## config.mk

```make
export PLATFORM = sky130hd
export DESIGN_NAME = multi_channel_load_cell_adc_reader
export DESIGN_NICKNAME = d
export VERILOG_FILES = /design/src/rtl/mclcar_pkg.sv /design/src/rtl/mclcar_div.sv /design/src/rtl/mclcar_lane.sv /design/src/rtl/mclcar_merge.sv /design/src/rtl/multi_channel_load_cell_adc_reader.sv
export SDC_FILE = /design/constraint.sdc
export NUM_CORES = 2
export LEC_CHECK = 0
export BUFFER_PORTS_ARGS = -buffer_cell sky130_fd_sc_hd__buf_2
export CORE_MARGIN = 3
export CORE_UTILIZATION = 60
export DETAILED_ROUTE_END_ITERATION = 10
export GPL_TIMING_DRIVEN = 0
export PLACE_DENSITY_LB_ADDON = 0.1
export REMOVE_ABC_BUFFERS = 1
export SYNTH_ARGS = -nofsm -noshare
export SYNTH_HDL_FRONTEND = slang
export SYNTH_SLANG_ARGS = --single-unit
export TNS_END_PERCENT = 5
```

## constraint.sdc

```tcl
create_clock -name i_clk -period 7.6 [get_ports i_clk]
set_input_delay 1.52 -clock i_clk [delete_from_list [all_inputs] [get_ports i_clk]]
set_output_delay 1.52 -clock i_clk [all_outputs]
set_load 0.1 [all_outputs]
```

## src/rtl/mclcar_pkg.sv

```systemverilog
`timescale 1ns / 1ps
// Shared types and constants for the multi-channel load-cell reader.
// Used by the lane, merge, divider and top-level modules.
package mclcar_pkg;

    localparam int MAX_CH      = 4;   // converter data lines
    localparam int SAMPLE_BITS = 24;  // bits per conversion
    localparam int SUM_W       = 32;  // per-channel accumulator width
    localparam int DIV_W       = 34;  // dividend width, holds the total of all lanes
    localparam int TOTAL_W     = 26;  // averaged total width
    localparam int PULSE_W     = 5;   // pulse counter width (data bits plus gain pulses)
    localparam int CNT_W       = 8;   // averaging, timeout and read counters
    localparam int STEP_W      = 6;   // divider step counter width

    localparam logic [STEP_W-1:0]  DIV_STEPS = STEP_W'(DIV_W);
    localparam logic [PULSE_W-1:0] DATA_PULSES = PULSE_W'(SAMPLE_BITS);

    // configuration register indexes
    localparam logic [2:0] REG_ACTIVE   = 3'd0;
    localparam logic [2:0] REG_GAIN     = 3'd1;
    localparam logic [2:0] REG_AVG_CNT  = 3'd2;
    localparam logic [2:0] REG_TIMEOUT  = 3'd3;
    localparam logic [2:0] REG_PWR_DOWN = 3'd4;

    // conversion sequencer phase
    typedef enum logic [2:0] {
        PH_IDLE  = 3'b001,
        PH_WAIT  = 3'b010,
        PH_SHIFT = 3'b100
    } t_phase;

    // item handling: ordinary ticks versus the final averaging pass
    typedef enum logic [2:0] {
        CTL_READY  = 3'b001,
        CTL_LAUNCH = 3'b010,
        CTL_DIVIDE = 3'b100
    } t_ctl;

    // per-lane control from the sequencer
    typedef struct packed {
        logic clr_sum;    // start of an averaged read
        logic clr_shift;  // start of a conversion
        logic shift;      // take one data bit
        logic accum;      // add finished conversion into the sum
        logic div_start;  // begin the averaging division
    } t_lane_ctl;

endpackage

```

## src/rtl/mclcar_div.sv

```systemverilog
`timescale 1ns / 1ps
// Serial signed divider: DIV_W-bit dividend by an unsigned 8-bit divisor,
// one quotient bit per cycle, truncating toward zero. Uses mclcar_pkg.
module mclcar_div (
    input  logic                               i_clk,
    input  logic                               i_rst_n,
    input  logic                               i_start,
    input  logic signed [mclcar_pkg::DIV_W-1:0] i_dividend,
    input  logic [mclcar_pkg::CNT_W-1:0]        i_divisor,
    output logic                               o_busy,
    output logic signed [mclcar_pkg::DIV_W-1:0] o_quotient
);
    import mclcar_pkg::*;

    logic              r_busy;
    logic [STEP_W-1:0] r_cnt;
    logic              r_neg;
    logic [DIV_W-1:0]  r_mag;
    logic [CNT_W-1:0]  r_rem;
    logic [CNT_W-1:0]  r_div;

    logic [CNT_W:0]    rem_sh;
    logic              ge;
    logic [CNT_W-1:0]  n_rem;
    logic [DIV_W-1:0]  n_mag;

    // one restoring step: shift in the next dividend bit, subtract if it fits
    always_comb begin
        rem_sh = {r_rem, r_mag[DIV_W-1]};
        ge     = (rem_sh >= {1'b0, r_div});
        n_rem  = ge ? CNT_W'(rem_sh - {1'b0, r_div}) : rem_sh[CNT_W-1:0];
        n_mag  = {r_mag[DIV_W-2:0], ge};
    end

    // control: count steps
    always_ff @(posedge i_clk) begin
        if (!i_rst_n) begin
            r_busy <= 1'b0;
            r_cnt  <= '0;
        end else if (i_start) begin
            r_busy <= 1'b1;
            r_cnt  <= DIV_STEPS;
        end else if (r_busy) begin
            r_cnt  <= r_cnt - 1'b1;
            r_busy <= (r_cnt != STEP_W'(1));
        end
    end

    // datapath: load magnitude, then iterate
    always_ff @(posedge i_clk) begin
        if (i_start) begin
            r_neg <= i_dividend[DIV_W-1];
            r_mag <= i_dividend[DIV_W-1] ? DIV_W'(-i_dividend) : DIV_W'(i_dividend);
            r_rem <= '0;
            r_div <= i_divisor;
        end else if (r_busy) begin
            r_mag <= n_mag;
            r_rem <= n_rem;
        end
    end

    assign o_busy     = r_busy;
    assign o_quotient = r_neg ? -$signed(r_mag) : $signed(r_mag);

endmodule

```

## src/rtl/mclcar_lane.sv

```systemverilog
`timescale 1ns / 1ps
// One converter lane: shift register, conversion accumulator and its own
// averaging divider. Uses mclcar_pkg and mclcar_div.
module mclcar_lane (
    input  logic                                     i_clk,
    input  logic                                     i_rst_n,
    input  mclcar_pkg::t_lane_ctl                    i_ctl,
    input  logic                                     i_bit,
    input  logic [mclcar_pkg::CNT_W-1:0]             i_divisor,
    output logic signed [mclcar_pkg::SUM_W-1:0]      o_sum,
    output logic signed [mclcar_pkg::SAMPLE_BITS-1:0] o_avg,
    output logic                                     o_busy
);
    import mclcar_pkg::*;

    logic [SAMPLE_BITS-1:0]  r_shift;
    logic signed [SUM_W-1:0] r_sum;
    logic [SAMPLE_BITS-1:0]  n_shift;
    logic signed [SUM_W-1:0] sample_ext;
    logic signed [DIV_W-1:0] quot;

    // next shift contents: the finished conversion includes this tick's bit
    always_comb begin
        if (i_ctl.shift) begin
            n_shift = {r_shift[SAMPLE_BITS-2:0], i_bit};
        end else begin
            n_shift = r_shift;
        end
        sample_ext = $signed({{(SUM_W-SAMPLE_BITS){n_shift[SAMPLE_BITS-1]}}, n_shift});
    end

    // shift in data, accumulate conversions
    always_ff @(posedge i_clk) begin
        if (i_ctl.clr_shift) begin
            r_shift <= '0;
        end else begin
            r_shift <= n_shift;
        end
        if (i_ctl.clr_sum) begin
            r_sum <= '0;
        end else if (i_ctl.accum) begin
            r_sum <= r_sum + sample_ext;
        end
    end

    mclcar_div u_div (
        .i_clk      (i_clk),
        .i_rst_n    (i_rst_n),
        .i_start    (i_ctl.div_start),
        .i_dividend ($signed({{(DIV_W-SUM_W){r_sum[SUM_W-1]}}, r_sum})),
        .i_divisor  (i_divisor),
        .o_busy     (o_busy),
        .o_quotient (quot)
    );

    assign o_sum = r_sum;
    assign o_avg = quot[SAMPLE_BITS-1:0];

endmodule

```

## src/rtl/mclcar_merge.sv

```systemverilog
`timescale 1ns / 1ps
// Merge stage: adds the lane accumulators into the all-channel total and
// divides it by the averaging count. Uses mclcar_pkg and mclcar_div.
module mclcar_merge (
    input  logic                                 i_clk,
    input  logic                                 i_rst_n,
    input  logic                                 i_start,
    input  logic signed [mclcar_pkg::SUM_W-1:0]  i_sums [mclcar_pkg::MAX_CH],
    input  logic [mclcar_pkg::CNT_W-1:0]         i_divisor,
    output logic signed [mclcar_pkg::TOTAL_W-1:0] o_total,
    output logic                                 o_busy
);
    import mclcar_pkg::*;

    logic signed [DIV_W-1:0] r_total;
    logic                    r_pend;
    logic signed [DIV_W-1:0] n_total;
    logic                    div_busy;
    logic signed [DIV_W-1:0] quot;

    // add all lanes; inactive lanes hold zero
    always_comb begin
        n_total = '0;
        for (int k = 0; k < MAX_CH; k++) begin
            n_total = n_total + $signed({{(DIV_W-SUM_W){i_sums[k][SUM_W-1]}}, i_sums[k]});
        end
    end

    // register the total, start the division in the cycle after
    always_ff @(posedge i_clk) begin
        if (!i_rst_n) begin
            r_pend <= 1'b0;
        end else begin
            r_pend <= i_start;
        end
        if (i_start) begin
            r_total <= n_total;
        end
    end

    mclcar_div u_div (
        .i_clk      (i_clk),
        .i_rst_n    (i_rst_n),
        .i_start    (r_pend),
        .i_dividend (r_total),
        .i_divisor  (i_divisor),
        .o_busy     (div_busy),
        .o_quotient (quot)
    );

    assign o_busy  = r_pend | div_busy;
    assign o_total = quot[TOTAL_W-1:0];

endmodule

```

## src/rtl/multi_channel_load_cell_adc_reader.sv

```systemverilog
`timescale 1ns / 1ps
// Reader for up to four 24-bit load-cell converters on one shared serial clock.
// Each input transfer is one clock half-period tick (or a start command) and
// yields exactly one output transfer with the clock level to drive and status.
// The tick that ends an averaged read holds the input while four lane dividers
// and the merge divider each run 34 serial steps; the merge divider starts in
// the cycle after the lanes, since it first adds the lane sums. No clearing
// pass after reset.
// Depends on mclcar_pkg, mclcar_lane, mclcar_merge.
module multi_channel_load_cell_adc_reader (
    input  logic         i_clk,
    input  logic         i_rst_n,
    // input stream
    input  logic         i_s_axis_tvalid,
    output logic         o_s_axis_tready,
    input  logic [7:0]   i_s_axis_tdata,   // [3:0] dout_bits, [7:4] zero
    input  logic [0:0]   i_s_axis_tuser,   // [0] command
    // output stream
    output logic         o_m_axis_tvalid,
    input  logic         i_m_axis_tready,
    output logic [127:0] o_m_axis_tdata,   // [0] sck_level, [1] busy_res, [2] done_res,
                                           // [3] timed_out, [27:4] avg_ch0,
                                           // [51:28] avg_ch1, [75:52] avg_ch2,
                                           // [99:76] avg_ch3, [125:100] avg_total,
                                           // [127:126] zero
    // configuration
    input  logic         i_cfg_we,
    input  logic [2:0]   i_cfg_index,
    input  logic [7:0]   i_cfg_wdata
);
    import mclcar_pkg::*;

    // configuration registers
    logic [2:0]       r_active;
    logic [1:0]       r_gain;
    logic [CNT_W-1:0] r_avg_cnt;
    logic [CNT_W-1:0] r_timeout;
    logic             r_pwr_down;

    // sequencer state
    t_phase           r_phase, n_phase;
    t_ctl             r_ctl;
    logic [PULSE_W-1:0] r_pulse, n_pulse;
    logic             r_clk_high, n_clk_high;
    logic [CNT_W-1:0] r_wait, n_wait;
    logic [CNT_W-1:0] r_reads, n_reads;

    // output register
    logic             r_out_valid;
    logic             r_out_sck, r_out_busy, r_out_done, r_out_tmo;
    logic signed [SAMPLE_BITS-1:0] r_out_avg [MAX_CH];
    logic signed [TOTAL_W-1:0]     r_out_total;

    // tick results and lane controls
    logic             accept, out_take;
    logic             cmd;
    logic [3:0]       dout;
    logic [2:0]       live;
    logic [3:0]       need;
    logic [CNT_W-1:0] n_count;
    logic             res_sck, res_busy, res_done, res_tmo, res_final;
    logic             c_clr_sum, c_clr_shift, c_shift, c_accum;
    logic [PULSE_W-1:0] pulse_inc;
    logic [CNT_W-1:0] wait_dec, reads_inc;
    t_lane_ctl        lane_ctl [MAX_CH];

    logic signed [SUM_W-1:0]       lane_sum [MAX_CH];
    logic signed [SUM_W-1:0]       merge_sum [MAX_CH];
    logic signed [SAMPLE_BITS-1:0] lane_avg [MAX_CH];
    logic [MAX_CH-1:0]             lane_busy;
    logic signed [TOTAL_W-1:0]     merge_total;
    logic                          merge_busy;

    assign cmd      = i_s_axis_tuser[0];
    assign dout     = i_s_axis_tdata[3:0];
    assign out_take = r_out_valid & i_m_axis_tready;
    assign o_s_axis_tready = (r_ctl == CTL_READY) && (!r_out_valid || i_m_axis_tready);
    assign accept   = i_s_axis_tvalid & o_s_axis_tready;

    // capped channel count, ready mask and effective averaging count
    always_comb begin
        live    = (r_active > 3'd4) ? 3'd4 : r_active;
        need    = 4'((5'd1 << live) - 5'd1);
        n_count = (r_avg_cnt == '0) ? CNT_W'(1) : r_avg_cnt;
    end

    // configuration writes
    always_ff @(posedge i_clk) begin
        if (!i_rst_n) begin
            r_active   <= 3'd4;
            r_gain     <= 2'd1;
            r_avg_cnt  <= CNT_W'(1);
            r_timeout  <= CNT_W'(255);
            r_pwr_down <= 1'b1;
        end else if (i_cfg_we) begin
            unique case (i_cfg_index)
                REG_ACTIVE:   r_active   <= i_cfg_wdata[2:0];
                REG_GAIN:     r_gain     <= i_cfg_wdata[1:0];
                REG_AVG_CNT:  r_avg_cnt  <= i_cfg_wdata;
                REG_TIMEOUT:  r_timeout  <= i_cfg_wdata;
                REG_PWR_DOWN: r_pwr_down <= i_cfg_wdata[0];
                default: ;
            endcase
        end
    end

    // one tick of the conversion sequencer
    always_comb begin
        n_phase     = r_phase;
        n_pulse     = r_pulse;
        n_clk_high  = r_clk_high;
        n_wait      = r_wait;
        n_reads     = r_reads;
        res_sck     = 1'b0;
        res_busy    = 1'b0;
        res_done    = 1'b0;
        res_tmo     = 1'b0;
        res_final   = 1'b0;
        c_clr_sum   = 1'b0;
        c_clr_shift = 1'b0;
        c_shift     = 1'b0;
        c_accum     = 1'b0;
        pulse_inc   = r_pulse + 1'b1;
        wait_dec    = r_wait - 1'b1;
        reads_inc   = r_reads + 1'b1;
        unique case (r_phase)
            PH_WAIT: begin
                if ((dout & need) == 4'd0) begin
                    n_phase     = PH_SHIFT;
                    n_pulse     = '0;
                    n_clk_high  = 1'b0;
                    c_clr_shift = 1'b1;
                    res_busy    = 1'b1;
                end else begin
                    n_wait = wait_dec;
                    if (wait_dec == '0) begin
                        n_phase  = PH_IDLE;
                        res_done = 1'b1;
                        res_tmo  = 1'b1;
                    end else begin
                        res_busy = 1'b1;
                    end
                end
            end
            PH_SHIFT: begin
                if (!r_clk_high) begin
                    res_sck    = 1'b1;
                    n_clk_high = 1'b1;
                    res_busy   = 1'b1;
                end else begin
                    n_clk_high = 1'b0;
                    c_shift    = (r_pulse < DATA_PULSES);
                    if (pulse_inc >= DATA_PULSES + {3'b000, r_gain}) begin
                        c_accum = 1'b1;
                        n_reads = reads_inc;
                        n_pulse = '0;
                        if (reads_inc >= n_count) begin
                            n_phase   = PH_IDLE;
                            res_done  = 1'b1;
                            res_final = 1'b1;
                        end else begin
                            n_phase  = PH_WAIT;
                            n_wait   = r_timeout;
                            res_busy = 1'b1;
                        end
                    end else begin
                        n_pulse  = pulse_inc;
                        res_busy = 1'b1;
                    end
                end
            end
            default: begin
                // idle: a start command opens an averaged read
                if (cmd) begin
                    n_phase     = PH_WAIT;
                    n_wait      = r_timeout;
                    n_reads     = '0;
                    n_pulse     = '0;
                    n_clk_high  = 1'b0;
                    c_clr_sum   = 1'b1;
                    c_clr_shift = 1'b1;
                    res_busy    = 1'b1;
                end else begin
                    res_sck = r_pwr_down;
                end
            end
        endcase
    end

    // advance the sequencer on each accepted tick
    always_ff @(posedge i_clk) begin
        if (!i_rst_n) begin
            r_phase    <= PH_IDLE;
            r_pulse    <= '0;
            r_clk_high <= 1'b0;
            r_wait     <= '0;
            r_reads    <= '0;
        end else if (accept) begin
            r_phase    <= n_phase;
            r_pulse    <= n_pulse;
            r_clk_high <= n_clk_high;
            r_wait     <= n_wait;
            r_reads    <= n_reads;
        end
    end

    // lanes: gate controls by the transfer, accumulate active channels only
    for (genvar k = 0; k < MAX_CH; k++) begin : g_lane
        always_comb begin
            lane_ctl[k].clr_sum   = accept & c_clr_sum;
            lane_ctl[k].clr_shift = accept & c_clr_shift;
            lane_ctl[k].shift     = accept & c_shift;
            lane_ctl[k].accum     = accept & c_accum & (3'(k) < live);
            lane_ctl[k].div_start = (r_ctl == CTL_LAUNCH);
            // drop lanes that are inactive at the end of the read
            merge_sum[k]          = (3'(k) < live) ? lane_sum[k] : '0;
        end

        mclcar_lane u_lane (
            .i_clk     (i_clk),
            .i_rst_n   (i_rst_n),
            .i_ctl     (lane_ctl[k]),
            .i_bit     (dout[k]),
            .i_divisor (n_count),
            .o_sum     (lane_sum[k]),
            .o_avg     (lane_avg[k]),
            .o_busy    (lane_busy[k])
        );
    end

    mclcar_merge u_merge (
        .i_clk     (i_clk),
        .i_rst_n   (i_rst_n),
        .i_start   (r_ctl == CTL_LAUNCH),
        .i_sums    (merge_sum),
        .i_divisor (n_count),
        .o_total   (merge_total),
        .o_busy    (merge_busy)
    );

    // item control: hold input while the averages are divided
    always_ff @(posedge i_clk) begin
        if (!i_rst_n) begin
            r_ctl       <= CTL_READY;
            r_out_valid <= 1'b0;
        end else begin
            unique case (r_ctl)
                CTL_LAUNCH: begin
                    r_ctl <= CTL_DIVIDE;
                end
                CTL_DIVIDE: begin
                    if (lane_busy == '0 && !merge_busy) begin
                        r_ctl       <= CTL_READY;
                        r_out_valid <= 1'b1;
                    end
                end
                default: begin
                    // a final tick launches the division, any other tick loads a result
                    if (accept && res_final) begin
                        r_ctl <= CTL_LAUNCH;
                    end
                    if (accept && !res_final) begin
                        r_out_valid <= 1'b1;
                    end else if (out_take) begin
                        r_out_valid <= 1'b0;
                    end
                end
            endcase
        end
    end

    // output payload: status at the transfer, averages when division ends
    always_ff @(posedge i_clk) begin
        if (accept) begin
            r_out_sck   <= res_sck;
            r_out_busy  <= res_busy;
            r_out_done  <= res_done;
            r_out_tmo   <= res_tmo;
            r_out_total <= '0;
            for (int k = 0; k < MAX_CH; k++) begin
                r_out_avg[k] <= '0;
            end
        end else if (r_ctl == CTL_DIVIDE && lane_busy == '0 && !merge_busy) begin
            r_out_total <= merge_total;
            for (int k = 0; k < MAX_CH; k++) begin
                r_out_avg[k] <= (3'(k) < live) ? lane_avg[k] : '0;
            end
        end
    end

    assign o_m_axis_tvalid = r_out_valid;
    assign o_m_axis_tdata  = {2'b00, r_out_total, r_out_avg[3], r_out_avg[2], r_out_avg[1],
                              r_out_avg[0], r_out_tmo, r_out_done, r_out_busy, r_out_sck};

endmodule

```

After elaboration in Yosys (flattened, before gate mapping)
Memories as Yosys holds them, arrays and structs flattened.
Cells that the tools add are included.
W data, S select, Z words.

operators by class
  $add $sub $neg = 32
  magnitude comparators = 13
  muxes and demuxes = 125
  equal/unequal tests = 21
  reductions and logical operators = 39
  bitwise logic cells = 19
  shift operators = 1

operators with widths
  cell                   number
  $mux W34               15
  $mux W24               16
  $neg A32 Y34           4
  $add A32 B24 Y32       4
  $mux W32               4
  $mux W8                14
  $neg A24 Y24           4
  $mux W6                10
  $ge A9 B8 Y1           5
  $mux W1                41
  $sub A8 B8 Y8          5
  $add A33 B32 Y34       1
  $add A34 B32 Y34       1
  $neg A34 Y34           1
  $add A32 B32 Y33       1
  $pmux W8 S2            2
  $ne A6 B1 Y1 const B   5
  $sub A6 B1 Y6 const B  5
  $mux W26               1
  $neg A26 Y26           1
  $mux W3                8
  $mux W5                4
  $logic_not A8 Y1       2
  $eq A3 B2 Y1 const B   4
  other kinds (37)       92

storage, ports and cells
  register bits = 606
  input bits = 25
  memories = 1
  memory bits (writable) = 96

memory list
  name       depth  bits a word  rd ports  clocked after memory_dff  wr ports  RTL line                                  RTL
  r_out_avg  4      24           4         0                         4         multi_channel_load_cell_adc_reader.sv:51  logic signed [SAMPLE_BITS-1:0] r_out_avg [MAX_CH];

Longest topological paths before layout
  depth in word-level cells = 11
  depth in mapped cells = 22
  mapped depth without buffers = 19

Cells and area by module
A second synthesis with hierarchy kept.

unflattened totals
  cells, all modules = 5343
  area, all modules = 49671.4 um^2

modules (own cells, without submodules)
  module                                    area an instance (um^2)  cells each  seq. area each (um^2)  instances
  mclcar_div at g_lane[0].u_lane.u_div ...  4376.7                   467         1591.5                 3
  mclcar_lane at g_lane[1].u_lane ...       3653.5                   408         1121.1                 3
  multi_channel_load_cell_adc_reader        8329.2                   807         4544.4                 1
  mclcar_merge                              4988.5                   550         1041.0                 1
  mclcar_div at g_lane[2].u_lane.u_div      4317.9                   455         1591.5                 1
  mclcar_div at g_lane[1].u_lane.u_div      4240.3                   467         1591.5                 1
  mclcar_lane at g_lane[0].u_lane           3704.8                   439         1121.1                 1

Least setup slack after synthesis
OpenSTA, ideal clock, no wires.

  path kind = input -> register
  start point = input port i_m_axis_tready
  end point = register g_lane[0].u_lane.r_sum[31]
  arrival = 11047 ps
  slack = -3562 ps
  path buffers = 3
  library setup time = 115 ps
  stages on the path = 20
  required time = 7485 ps
  cells stage by stage = inv_1 > a2111oi_0 > nand2_1 > or3_1 > clkbuf_1 > clkbuf_1 > clkbuf_1 > nand2_1 > nand2_1 > ha_1 > a21o_1 > a21o_1 > a2111oi_0 > o31ai_1 > a2111o_1 > nand3_1 > a31oi_1 > or2_2 > and4_1 > o21a_1

on the way
  longest elaborated chain between the ends = 6

ends and longest elaborated chain
  element                          RTL line                                   RTL
  from (decl)                      multi_channel_load_cell_adc_reader.sv:20   input logic i_m_axis_tready,
  $logic_or A1 B1 Y1               multi_channel_load_cell_adc_reader.sv:77   assign o_s_axis_tready = (r_ctl == CTL_READY) && (!r_out_valid || i_m_axis_tready);
  $logic_and A1 B1 Y1              multi_channel_load_cell_adc_reader.sv:77
  via o_s_axis_tready              multi_channel_load_cell_adc_reader.sv:15   output logic o_s_axis_tready,
  $and A1 B1 Y1                    multi_channel_load_cell_adc_reader.sv:78   assign accept = i_s_axis_tvalid & o_s_axis_tready;
  $and A1 B1 Y1                    multi_channel_load_cell_adc_reader.sv:212  lane_ctl[k].shift = accept & c_shift;
  $mux W24                         mclcar_lane.sv:24                          if (i_ctl.shift) begin
  via g_lane[0].u_lane.n_shift[1]  mclcar_lane.sv:18                          logic [SAMPLE_BITS-1:0] n_shift;
  $add A32 B24 Y32                 mclcar_lane.sv:42                          r_sum <= r_sum + sample_ext;
  to (signal assigned)             mclcar_lane.sv:42
  to (decl)                        mclcar_lane.sv:17                          logic signed [SUM_W-1:0] r_sum;

The timed path passes the listed nets, and every way through them passes these cells.
A chain may end at the register's enable or synchronous reset.

Worst setup path in the final report
  start point = input port i_m_axis_tready
  end point = register g_lane[3].u_lane.r_sum[30]

on the way
  longest elaborated chain between the ends = 6

ends and longest elaborated chain
  element                          RTL line
  $logic_or A1 B1 Y1               multi_channel_load_cell_adc_reader.sv:77
  $logic_and A1 B1 Y1              multi_channel_load_cell_adc_reader.sv:77
  $and A1 B1 Y1                    multi_channel_load_cell_adc_reader.sv:78
  $and A1 B1 Y1                    multi_channel_load_cell_adc_reader.sv:212
  $mux W24                         mclcar_lane.sv:24
  via g_lane[3].u_lane.n_shift[0]  mclcar_lane.sv:18
  $add A32 B24 Y32                 mclcar_lane.sv:42
  to (signal assigned)             mclcar_lane.sv:42
  to (decl)                        mclcar_lane.sv:17

The timed path passes the listed nets, and every way through them passes these cells.

==> flow_summary.yaml <==
outcome:
  outcome: "finished, final reports clean"
floorplan:
  dieHeight_um: 276
  die-width_um: 276
  fp-row-count: 98
  initial_core_util_pct: 60.9
  i_o_pin_count: 155
  die_area_um2: 76300
  core_um2: 71900
logic_synthesis:
  edff_count_synth: 325
  syn_area_um2: 43800
  ys_warn_count: 0
  yosysUniqueCellTypes: 81
  commonest_register_cell_after_synthesis: "dfxtp_1"
  synth-seq-cells: 702
  async_reset_ff_share_pct: 0
  netlist_top_cells_area: "edfxtp_1 22%, dfxtp_1 17%, nand2_1 7.6%"
  synthDominantAreaCellType: "edfxtp_1"
  synth.yosys.seq_area_share_pct: 39.5
  netlist_instances: 5046
  synthesis.area_per_instance_um2: 8.68
  netlist.area_leader.share_pct: 22.3
routing:
  post_drt_via_cell_ratio: 5.87
  drt.antenna.violating_nets: 0
  drtPass1Iterations: 6
  route.detailed.drc: 0
  route.final.wire_length_um: 111000
  first_iter_violations: 2905
  detail_route.wl_per_cell_um: 18.2
  num_vias: 35800
finish:
  num-nets-final: 5414
  final_core_util_pct: 66.9
  total_area_of_sequential_cells_um2: 17300
  area_used_by_multi_input_combinational_logic_um2: 24800
  final_layout_size_suffix_gt1_share_pct: 7.46
  mostFrequentLayoutCell: "nand2_1"
  mostFrequentLayoutCells: "887 x nand2_1, 418 x a21oi_1, 387 x o21ai_0, 375 x dfxtp_1, 344 x nor2_1"
  areaGrowthSynthToFinish_pct: 9.70
  num-fill-cells: 5999
clock_tree:
  numCtsBuffers: 79
  cts-htree-levels: 3
  cts_root_buffer_type: "clkbuf_16"
  max-clock-path-buffers: 3
  number_of_gates_resized_after_cts: 0
  clkTransAtPathRegs_ns: 0.06
  cts-hold-fix-buffers: 0
  clk-insertion-delay-late_ns: 0.63
  tritoncts: "done"
  post_cts_buffers: 0
  clock_sink_count: 702
global_route:
  antenna_violations_before_repair: 1
  grt_pass1_vias: 33500
  globalRoute.totalOverflow: 0
  grt_start_max_net_pins: 89
  global_route.usage.total_pct: 28.3
  grt_first_pass_wirelength_um: 178000
job:
  max_cap_violations: 0
timing:
  final_max_slew_viol_count: 0
  slew-limit-headroom_pct: 10.1
  fmax_mhz: 143
  rsz0062_at_grt: "false"
  hold_violations: 0
  transition_at_the_pin_with_the_smallest_max_transition_slack_ns: 1.35
  setup_viol: 0
  fin_skew_ns: 0.0227
  timing.final.crit_period_ns: 6.97
  post-route-period-util_pct: 91.7
critical_path:
  timing.critical_path.fanout_max: 14
  critical_path_end_type: "flip-flop"
  timing.critical_path.from_type: "input pin"
  worst_r2r_startpoint: "r_ctl[0]"
  timing.critical_path.required_ns: 8.14
  worst_setup_path_startpoint: "i_m_axis_tready"
  arrival_ns: 7.51
  setup.worst_path.class: "input pin to flip-flop"
power_and_ir_drop:
  irDropWorstVdd_mv: 0.179
  share_seq_of_total_power_pct: 47.6
  p_int_w: 0.00639
  power.total_w: 0.00849
  pwr_density_cell_nw_per_um2: 177
  power.static_leakage_nw: 20.6
  swShare_pct: 24.7
  switching_power_w: 0.00209
  share_comb_of_total_power_pct: 7.7
  clockPowerShare_pct: 44.7
placement:
  numPortBuffers: 148
  dp_hpwl_um: 80100
  place_congestion: 0.909
hold_path:
  hold_start: "r_out_total[25]"
  min_path_type: "flip-flop to flip-flop"
-- flip-flops by register name (all words and copies together) (netlist names), 24 cells and up --
name	flops
g_lane.u_lane.u_div.r_mag	136
g_lane.u_lane.o_sum	128
g_lane.u_lane.r_shift	96
r_out_avg	96
u_merge.r_total	34
u_merge.u_div.r_mag	34
g_lane.u_lane.u_div.r_rem	32
r_out_total	26
g_lane.u_lane.u_div.r_cnt	24
-- Yosys cell counts, drive strengths merged (26+ instances only) --
library cell,instances
a21boi,29
or3,69
nand2b,51
edfxtp,325
xnor2,149
o21a,35
nor3,53
o31ai,80
nor2b,50
a21oi,419
a21o,95
a211oi,37
clkbuf,188
fa,74
o41ai,39
inv,229
or4,49
and2,123
nand3,79
buf,32
xor2,281
o21ai,393
dfxtp,377
nor2,350
nand2,890
ha,231
mux2i,57
nor4,26
-- layout make-up --
type                    instances  area share (%)
clock inverters                38           0.599
flip-flops and latches        702            36.0
diodes                          1         0.00521
multi-input cells            3894            51.7
well taps                     950            2.47
clock buffers                 106            4.72
repair buffers                177            2.65
inverters                     230            1.81
-- layer usage --
layer  vias to the layer above  global-route usage [%]  wire length [um]
met1                     16900                    39.8             50200
met4                         0                    9.40              3580
met3                       159                    3.40              6560
li1                      17700                       -                 -
met2                       994                    45.5             50500
met5                         -                       0                 0
-- worst max-delay path, stage by stage --
cell	delay, ns
buf_2	0.10
inv_1	0.05
a2111oi_2	0.45
nand2_2	0.25
nor3_4	0.44
buf_6	0.24
buf_8	0.16
buf_6	0.18
buf_6	0.16
buf_6	0.17
buf_6	0.18
nand2_1	0.08
nand2_1	0.07
ha_1	0.20
inv_1	0.08
fa_1	0.40
nor2b_1	0.28
o31ai_1	0.17
a211oi_1	0.32
o22ai_1	0.20
o21ai_1	0.36
a311oi_1	0.27
o31ai_1	0.52
a211oi_1	0.16
or3_1	0.33
a31oi_1	0.15
-- worst paths after layout --
| path | endpoint | slack, ns | depth (start not counted) |
|---|---|---|---|
| setup / recovery | g_lane[3].u_lane.o_sum[30] | 0.63 | 26 |
| hold / removal | r_out_total[25] | 0.44 | 2 |
| setup reg to reg | g_lane[3].u_lane.o_sum[30] | 1.23 | 25 |
| hold reg to reg | r_out_total[25] | 0.44 | 2 |
-- stage by stage --
step | cell area [um^2] | setup slack (ns) | cells | TNS [ns] | hold WS (ns)
2_1_floorplan | 42900 | -8.02 | 4826 | -1973.92 | 0.426
3_3_place_gp | 44800 | -9.34 | 5924 | -3349.65 | 0.430
3_5_place_dp | 45400 | -0.605 | 5952 | -2.11 | 0.437
4_1_cts | 48000 | 0.0166 | 6096 | 0 | 0.451
5_1_grt | 48000 | 0.217 | 6097 | 0 | 0.484
6_report | 48000 | 0.628 | 6098 | 0 | 0.445
-- power groups by stage --
stage	Sequential (W)	Combinational (W)	Clock [W]
after floorplan	0.00430	0.000310	0
after global placement	0.00412	0.000615	0
after detailed placement	0.00412	0.000649	0
after CTS	0.00404	0.000654	0.00386
after global routing	0.00405	0.000707	0.00399
final	0.00404	0.000654	0.00379
-- cell families (layout without fill, tap and decap cells) --
group	Yosys count	after routing	share of synthesized area [%]
flops	702	702	39.5
compound gates	1253	1253	17.1
simple gates	1827	1827	19.0
fa+ha+maj	305	305	9.98
mux	77	77	1.82
buf+inv	451	551	3.96
xor+xnor	430	430	8.60
other cells	1	3	0.00856
No activity file was read; power rests on OpenSTA's default activity.
